==> src/rtl/core/clc_pkg.sv <==
// Shared types and constants for the CHS/LBA converter pipeline.
// No dependencies; imported by every module in rtl/core.
package clc_pkg;

    localparam int CFG_IDX_W = 2;

    // Configuration register indexes
    localparam logic [CFG_IDX_W-1:0] CFG_SPT   = 2'd0;
    localparam logic [CFG_IDX_W-1:0] CFG_HEADS = 2'd1;

    localparam logic [5:0] SPT_RESET   = 6'd63;
    localparam logic [7:0] HEADS_RESET = 8'd255;

    localparam logic [9:0] CYL_INVALID = 10'd1023;

    localparam int REM_W = 24;
    localparam int QUO_W = 18;   // [17:8] cylinder, [7:0] head

    typedef enum logic
    {
        OP_CHS_TO_LBA = 1'b0,
        OP_LBA_TO_CHS = 1'b1
    } op_t;

    // One transaction as it travels through the divider stages
    typedef struct packed
    {
        op_t               op;
        logic              bad;       // CHS input invalid
        logic [24:0]       mac;       // spt * (head + heads * cyl)
        logic [5:0]        sec;       // CHS input sector
        logic              clamp;     // LBA cylinder saturates
        logic [13:0]       dvs;       // spt * heads
        logic [5:0]        spt;
        logic [7:0]        hds;
        logic [REM_W-1:0]  rem;
        logic [QUO_W-1:0]  quo;
    } pipe_t;

endpackage

==> src/rtl/core/chs_lba_convert.sv <==
// CHS <-> LBA converter, fully pipelined: one transaction per clock, never busy.
// 12 register stages, most of them for the 10-bit cylinder and 8-bit head restoring
// division, two bits/stage.
// Reset clears all valid bits and loads geometry 63 sectors / 255 heads.
// Results are presented for one cycle only; the receiver cannot stall.
// Depends on clc_pkg, clc_front, clc_div_stage, clc_pack.
module chs_lba_convert
(
    input  logic                           clk,
    input  logic                           rst_n,
    input  logic                           start,
    output logic                           busy,
    input  logic                           operation,
    input  logic [23:0]                    chs_in,
    input  logic [31:0]                    lba_in,
    input  logic                           cfg_valid,
    output logic                           cfg_ready,
    input  logic [clc_pkg::CFG_IDX_W-1:0]  cfg_index,
    input  logic [7:0]                     cfg_data,
    output logic                           done,
    output logic [31:0]                    lba_out,
    output logic [23:0]                    chs_out,
    output logic                           chs_invalid,
    output logic                           chs_clamped
);
    import clc_pkg::*;

    localparam int NSTAGE = 9;

    logic [5:0] spt_reg;
    logic [7:0] hds_reg;

    logic  stg_valid [0:NSTAGE];
    pipe_t stg_pipe  [0:NSTAGE];

    assign busy      = 1'b0;
    assign cfg_ready = 1'b1;

    always_ff @(posedge clk or negedge rst_n)
    begin
        if (!rst_n)
        begin
            spt_reg <= SPT_RESET;
            hds_reg <= HEADS_RESET;
        end
        else if (cfg_valid && cfg_ready)
        begin
            unique case (cfg_index)
                CFG_SPT:   spt_reg <= cfg_data[5:0];
                CFG_HEADS: hds_reg <= cfg_data;
                default:   ;
            endcase
        end
    end

    clc_front u_front
    (
        .clk       (clk),
        .rst_n     (rst_n),
        .in_valid  (start && !busy),
        .operation (operation),
        .chs_in    (chs_in),
        .lba_in    (lba_in),
        .spt       (spt_reg),
        .hds       (hds_reg),
        .out_valid (stg_valid[0]),
        .out_pipe  (stg_pipe[0])
    );

    // Stages 0..4: cylinder bits 9..0; stages 5..8: head bits 7..0
    for (genvar k = 0; k < NSTAGE; k++)
    begin : g_div
        clc_div_stage
        #(
            .IS_HEAD (k >= 5),
            .BIT_HI  ((k < 5) ? (9 - 2 * k) : (7 - 2 * (k - 5)))
        )
        u_stage
        (
            .clk       (clk),
            .rst_n     (rst_n),
            .in_valid  (stg_valid[k]),
            .in_pipe   (stg_pipe[k]),
            .out_valid (stg_valid[k + 1]),
            .out_pipe  (stg_pipe[k + 1])
        );
    end

    clc_pack u_pack
    (
        .clk         (clk),
        .rst_n       (rst_n),
        .in_valid    (stg_valid[NSTAGE]),
        .in_pipe     (stg_pipe[NSTAGE]),
        .done        (done),
        .lba_out     (lba_out),
        .chs_out     (chs_out),
        .chs_invalid (chs_invalid),
        .chs_clamped (chs_clamped)
    );

    // Every accepted transaction comes out as a done strobe at the end of the pipeline
    a_latency: assert property (@(posedge clk) disable iff (!rst_n)
        start && !busy |-> ##12 done)
        else $error("result strobe missing after pipeline latency");

    a_invalid_zero: assert property (@(posedge clk) disable iff (!rst_n)
        done && chs_invalid |-> lba_out == 32'd0 && !chs_clamped)
        else $error("invalid CHS produced nonzero LBA");

    a_clamp_sat: assert property (@(posedge clk) disable iff (!rst_n)
        done && chs_clamped |-> chs_out[15:14] == 2'b11 && chs_out[23:16] == 8'hFF
                                && lba_out == 32'd0 && !chs_invalid)
        else $error("clamped CHS not saturated to cylinder 1023");

    // An unclamped LBA conversion always yields sector 1 or more
    a_sector_nonzero: assert property (@(posedge clk) disable iff (!rst_n)
        done && !chs_clamped && chs_out != 24'd0 |-> chs_out[13:8] != 6'd0)
        else $error("LBA conversion produced sector zero");

endmodule

==> src/rtl/core/clc_front.sv <==
// Front end: field decode, geometry products, clamp test, CHS multiply-add.
// Two register stages. Depends on clc_pkg.
module clc_front
(
    input  logic           clk,
    input  logic           rst_n,
    input  logic           in_valid,
    input  logic           operation,
    input  logic [23:0]    chs_in,
    input  logic [31:0]    lba_in,
    input  logic [5:0]     spt,
    input  logic [7:0]     hds,
    output logic           out_valid,
    output clc_pkg::pipe_t out_pipe
);
    import clc_pkg::*;

    logic        s1_valid_reg;
    op_t         s1_op_reg;
    logic [31:0] s1_lba_reg;
    logic [7:0]  s1_head_reg;
    logic [5:0]  s1_sec_reg;
    logic        s1_bad_reg;
    logic [17:0] s1_prod_reg;
    logic [13:0] s1_dvs_reg;
    logic [5:0]  s1_spt_reg;
    logic [7:0]  s1_hds_reg;

    logic [9:0]  cyl_in;
    logic [5:0]  sec_in;
    logic [18:0] hsum;
    logic        s2_valid_reg;
    pipe_t       s2_pipe_reg;
    pipe_t       s2_pipe_next;

    assign cyl_in = {chs_in[15:14], chs_in[23:16]};
    assign sec_in = chs_in[13:8];

    always_ff @(posedge clk or negedge rst_n)
    begin
        if (!rst_n)
        begin
            s1_valid_reg <= 1'b0;
            s2_valid_reg <= 1'b0;
        end
        else
        begin
            s1_valid_reg <= in_valid;
            s2_valid_reg <= s1_valid_reg;
        end
    end

    always_ff @(posedge clk)
    begin
        s1_op_reg   <= op_t'(operation);
        s1_lba_reg  <= lba_in;
        s1_head_reg <= chs_in[7:0];
        s1_sec_reg  <= sec_in;
        s1_bad_reg  <= (cyl_in == CYL_INVALID) || (sec_in == 6'd0);
        s1_prod_reg <= {10'd0, hds} * {8'd0, cyl_in};
        s1_dvs_reg  <= {8'd0, spt} * {6'd0, hds};
        s1_spt_reg  <= spt;
        s1_hds_reg  <= hds;
        s2_pipe_reg <= s2_pipe_next;
    end

    assign hsum = {1'b0, s1_prod_reg} + {11'd0, s1_head_reg};

    always_comb
    begin
        s2_pipe_next       = '0;
        s2_pipe_next.op    = s1_op_reg;
        s2_pipe_next.bad   = s1_bad_reg;
        s2_pipe_next.mac   = {6'd0, hsum} * {19'd0, s1_spt_reg};
        s2_pipe_next.sec   = s1_sec_reg;
        // cylinder >= 1024 exactly when lba / 1024 >= spt * heads
        s2_pipe_next.clamp = (s1_dvs_reg == 14'd0)
                          || (s1_lba_reg[31:10] >= {8'd0, s1_dvs_reg});
        s2_pipe_next.dvs   = s1_dvs_reg;
        s2_pipe_next.spt   = s1_spt_reg;
        s2_pipe_next.hds   = s1_hds_reg;
        s2_pipe_next.rem   = s1_lba_reg[REM_W-1:0];
        s2_pipe_next.quo   = '0;
    end

    assign out_valid = s2_valid_reg;
    assign out_pipe  = s2_pipe_reg;

endmodule

==> src/rtl/core/clc_div_stage.sv <==
// One restoring-division stage: two quotient bits per clock.
// Cylinder phase divides by spt*heads, head phase by spt. Depends on clc_pkg.
module clc_div_stage
#(
    parameter bit IS_HEAD = 1'b0,
    parameter int BIT_HI  = 9
)
(
    input  logic           clk,
    input  logic           rst_n,
    input  logic           in_valid,
    input  clc_pkg::pipe_t in_pipe,
    output logic           out_valid,
    output clc_pkg::pipe_t out_pipe
);
    import clc_pkg::*;

    localparam int QHI = IS_HEAD ? BIT_HI : BIT_HI + 8;

    logic             valid_reg;
    pipe_t            pipe_reg;
    pipe_t            pipe_next;
    logic [REM_W-1:0] dvr;
    logic [REM_W-1:0] sh_hi;
    logic [REM_W-1:0] sh_lo;

    assign dvr   = IS_HEAD ? {18'd0, in_pipe.spt} : {10'd0, in_pipe.dvs};
    assign sh_hi = dvr << BIT_HI;
    assign sh_lo = dvr << (BIT_HI - 1);

    always_comb
    begin
        pipe_next = in_pipe;
        if (pipe_next.rem >= sh_hi)
        begin
            pipe_next.rem      = pipe_next.rem - sh_hi;
            pipe_next.quo[QHI] = 1'b1;
        end
        if (pipe_next.rem >= sh_lo)
        begin
            pipe_next.rem          = pipe_next.rem - sh_lo;
            pipe_next.quo[QHI - 1] = 1'b1;
        end
    end

    always_ff @(posedge clk or negedge rst_n)
    begin
        if (!rst_n)
            valid_reg <= 1'b0;
        else
            valid_reg <= in_valid;
    end

    always_ff @(posedge clk)
    begin
        pipe_reg <= pipe_next;
    end

    assign out_valid = valid_reg;
    assign out_pipe  = pipe_reg;

endmodule

==> src/rtl/core/clc_pack.sv <==
// Output stage: final LBA add, CHS saturation and packing, result registers.
// Depends on clc_pkg.
module clc_pack
(
    input  logic           clk,
    input  logic           rst_n,
    input  logic           in_valid,
    input  clc_pkg::pipe_t in_pipe,
    output logic           done,
    output logic [31:0]    lba_out,
    output logic [23:0]    chs_out,
    output logic           chs_invalid,
    output logic           chs_clamped
);
    import clc_pkg::*;

    logic        done_reg;
    logic [31:0] lba_reg;
    logic [23:0] chs_reg;
    logic        invalid_reg;
    logic        clamped_reg;

    logic [31:0] lba_next;
    logic [23:0] chs_next;
    logic        invalid_next;
    logic        clamped_next;
    logic [9:0]  cyl;
    logic [7:0]  head;
    logic [5:0]  sec;

    always_comb
    begin
        if (in_pipe.clamp)
        begin
            cyl  = CYL_INVALID;
            head = in_pipe.hds - 8'd1;
            sec  = in_pipe.spt;
        end
        else
        begin
            cyl  = in_pipe.quo[17:8];
            head = in_pipe.quo[7:0];
            sec  = in_pipe.rem[5:0] + 6'd1;
        end

        lba_next     = '0;
        chs_next     = '0;
        invalid_next = 1'b0;
        clamped_next = 1'b0;
        case (in_pipe.op)
            OP_CHS_TO_LBA:
            begin
                invalid_next = in_pipe.bad;
                if (!in_pipe.bad)
                    lba_next = {7'd0, in_pipe.mac} + {26'd0, in_pipe.sec} - 32'd1;
            end
            OP_LBA_TO_CHS:
            begin
                clamped_next = in_pipe.clamp;
                chs_next     = {cyl[7:0], cyl[9:8], sec, head};
            end
            default:
            begin
                lba_next = '0;
            end
        endcase
    end

    always_ff @(posedge clk or negedge rst_n)
    begin
        if (!rst_n)
            done_reg <= 1'b0;
        else
            done_reg <= in_valid;
    end

    always_ff @(posedge clk)
    begin
        lba_reg     <= lba_next;
        chs_reg     <= chs_next;
        invalid_reg <= invalid_next;
        clamped_reg <= clamped_next;
    end

    assign done        = done_reg;
    assign lba_out     = lba_reg;
    assign chs_out     = chs_reg;
    assign chs_invalid = invalid_reg;
    assign chs_clamped = clamped_reg;

endmodule

==> config.mk <==
export PLATFORM = sky130hd
export DESIGN_NAME = chs_lba_convert
export DESIGN_NICKNAME = d
export VERILOG_FILES = /design/src/rtl/core/clc_pkg.sv /design/src/rtl/core/chs_lba_convert.sv /design/src/rtl/core/clc_front.sv /design/src/rtl/core/clc_div_stage.sv /design/src/rtl/core/clc_pack.sv
export SDC_FILE = /design/constraint.sdc
export NUM_CORES = 2
export LEC_CHECK = 0
export BUFFER_PORTS_ARGS = -buffer_cell sky130_fd_sc_hd__buf_4
export CORE_ASPECT_RATIO = 1.2
export CORE_UTILIZATION = 29
export CTS_CLUSTER_DIAMETER = 150
export DETAILED_ROUTE_END_ITERATION = 8
export GPL_ROUTABILITY_DRIVEN = 0
export SYNTH_ARGS = -nofsm -noshare
export SYNTH_HDL_FRONTEND = slang
export SYNTH_SLANG_ARGS = --single-unit
==> constraint.sdc <==
create_clock -name clk -period 7 [get_ports clk]
set_clock_uncertainty 0.05 [all_clocks]
set_input_delay 1.05 -clock clk [delete_from_list [all_inputs] [get_ports clk]]
set_output_delay 1.05 -clock clk [all_outputs]
set_load 0.05 [all_outputs]
==> summary.txt <==
Run status
  – Outcome: finished, final reports clean

Global routing
  – Vias in the first global route: 30362
  – Grt ovf: 0
  – Total track usage: 11.63%
  – First-pass GRT wire length: 150.9 mm
  – Pin count of the biggest net entering global routing: 38
  – Initial antenna violation count: 3

Timing
  – Setup violations, final: 0
  – Post-Route Setup TNS: 0 ps
  – Final Max Tran Viols: 0
  – Hold Vio Cnt, Final: 0
  – RSZ-0062 raised after global routing: false
  – Relative slew slack: 32.72%
  – Fin crit share: 90.17%
  – Fmax: 158.4 MHz
  – Slew of the pin with the lowest slew margin: 1007 ps
  – Minimum clock period: 6312 ps

Synth
  – Unique masters post-synth: 93
  – Synthesized flop and latch total: 1040
  – Synth Instances: 4422
  – Most used DFF post-synth: dfxtp_1
  – Syn Area/Cell: 10.22 µm²
  – Synthesis Warnings: 0
  – Post-synth top area cell: dfxtp_1
  – Post-synth top cells: 1014 x dfxtp_1, 388 x inv_1, 324 x nand2_1
  – Synth top area share: 44.91%
  – Synth top area cells: dfxtp_1 45%, ha_1 8.6%, fa_1 7.2%, xnor2_1 4.0%, inv_1 3.2%
  – Post-synth EDFFs: 0
  – Synthesized area: 0.04520 mm²
  – Seq/Total Area, Yosys: 46.39%
  – Syn_nets: 4967
  – Most common cell in the netlist: dfxtp_1
  – Asr flop ratio synth: 2.500%

Detailed routing
  – Vias per inst: 4.414
  – DR pass1 iterations: 5
  – WL per Instance: 13.48 µm
  – Vias: 29925
  – Residual DRC: 0
  – Total Wirelength: 91.42 mm
  – Iter 0 DRT Violations: 1122
  – Remaining antenna violation count after routing: 0

Critical path
  – Reg2Reg Depth: 31
  – Slowest-stage cell, CP: fa_1
  – Nature of the critical path endpoint: register
  – Critical path fanouts, max: 6
  – CP Data Required Time: 7560 ps
  – Reg2Reg Launch Point: u_front.s1_prod_reg[0]$_DFF_P_
  – Crit path DAT: 6870 ps
  – Startpoint type of the worst setup path: register
  – CP Class: reg2reg
  – FF-to-FF End: u_front.out_pipe[101]$_DFF_P_
  – Delay of the slowest critical-path stage: 530 ps
  – WP buf/inv: 4
  – Critical Path Most Common Cell: a21oi_1
  – Family with the most delay on the worst path: adder cells
  – R2r setup slk: 690 ps

Floorplanning
  – Core area: 0.1546 mm²
  – Initial Util: 29.24%
  – Number of placement rows: 158
  – Die span in y: 434.5 µm
  – Die width: 362.4 µm
  – Die area: 0.1575 mm²
  – I/O Pins: 132

Clocking
  – Root Driver: clkbuf_16
  – Worst-skew pair later-pin latency: 700 ps
  – Htree depth: 3
  – CTS tree: yes
  – Num CTS Buffers: 107
  – Clock Sinks: 1040
  – Total setup buffers inserted after CTS: 0
  – Worst-case clock buffer depth: 3
  – Hold_buf cts: 0
  – Clock transition at the registers of the reported paths: 60 ps

Flow run
  – Maxcap violations: 0

Placed design
  – IO buf count: 129
  – Dpl hpwl: 69.87 mm

Min path
  – Hold Path Class: in2async

Layout
  – Layout cells sized above 1: 10.30%
  – Max reg flops: 776
  – Fin nets: 5152
  – Layout area overhead: 15.92%
-- metrics by stage --
stage               std cells  hold WS, ps  utilization [%]  setup slack (ps)  instance area (µm²)
floorplan                4422        259.6                -              1056                45200
global placement         6578        260.9            31.46             556.7                48640
detailed placement       6578        262.1            31.46             567.6                48640
CTS                      6779        124.2            33.89             521.8                52390
global route             6779        166.1            33.89             82.92                52400
finish                   6780        200.7            33.90             688.2                52400
-- cell usage in the layout (no fill, tap or decap), types with 22 or more instances in the layout --
master	count
or3_1	35
o21a_1	55
nand2b_1	61
buf_4	153
nor3_1	93
o31ai_1	33
mux2_2	81
ha_1	312
xnor2_1	207
nand3_1	64
a21o_1	88
a211oi_1	22
inv_1	388
a21oi_1	204
nor2b_1	103
and2_1	128
nand4_1	43
fa_1	162
nor4_1	43
mux2i_1	26
o21ai_0	187
nand2_1	324
xor2_1	99
dfxtp_1	1014
o21bai_1	25
clkbuf_16	107
nor2_1	239
-- logic make-up (layout without fill, tap and decap cells) --
family,count (synthesis),after routing,synth area share (%)
simple gates,1259,1259,14.33
flops,1040,1040,46.39
compound gates,765,765,10.86
fa+ha+maj,474,474,15.81
buf+inv,466,743,3.986
xor+xnor,307,307,5.965
mux,109,109,2.643
other cells,2,3,0.01661
-- metal layers --
metal	track usage, %	wire, µm	vias up
met3	2.035	3584	182
met5	0	0	-
met2	19.96	43120	529
met4	5.271	3455	0
met1	14.14	41260	13864
li1	-	-	15350
-- layout make-up --
class,count,area (µm²)
antenna,1,2.502
clock buffer,137,2940
clock inverter,64,812.0
fill,15822,102200
inverter,389,1460
multi-input combinational,2916,22470
sequential,1040,20970
tap,2080,2603
timing repair buffer,153,1149
-- worst max path at each step --
stage | start | end | slack [ps] | cells past startpoint
after floorplan | g_div[0].u_stage.out_pipe[57]$_DFF_P_ | g_div[1].u_stage.out_pipe[31]$_DFF_P_ | 1060 | 23
after global placement | u_front.s1_prod_reg[0]$_DFF_P_ | u_front.out_pipe[101]$_DFF_P_ | 560 | 29
after detailed placement | u_front.s1_prod_reg[0]$_DFF_P_ | u_front.out_pipe[101]$_DFF_P_ | 570 | 29
after CTS | u_front.s1_prod_reg[0]$_DFF_P_ | u_front.out_pipe[101]$_DFF_P_ | 520 | 29
after global routing | u_front.out_pipe[57]$_DFF_P_ | g_div[0].u_stage.out_pipe[29]$_DFF_P_ | 80 | 25
final | u_front.s1_prod_reg[0]$_DFF_P_ | u_front.out_pipe[101]$_DFF_P_ | 690 | 31
-- what timing repair did --
action,CTS,global route
endpoints found under the hold margin,0,0
setup endpoints to repair,0,1
resized for setup,0,1
Power is left out: the tool's default activity adds up to more than one toggle a clock period on the data nets, which glitch-free logic cannot reach.
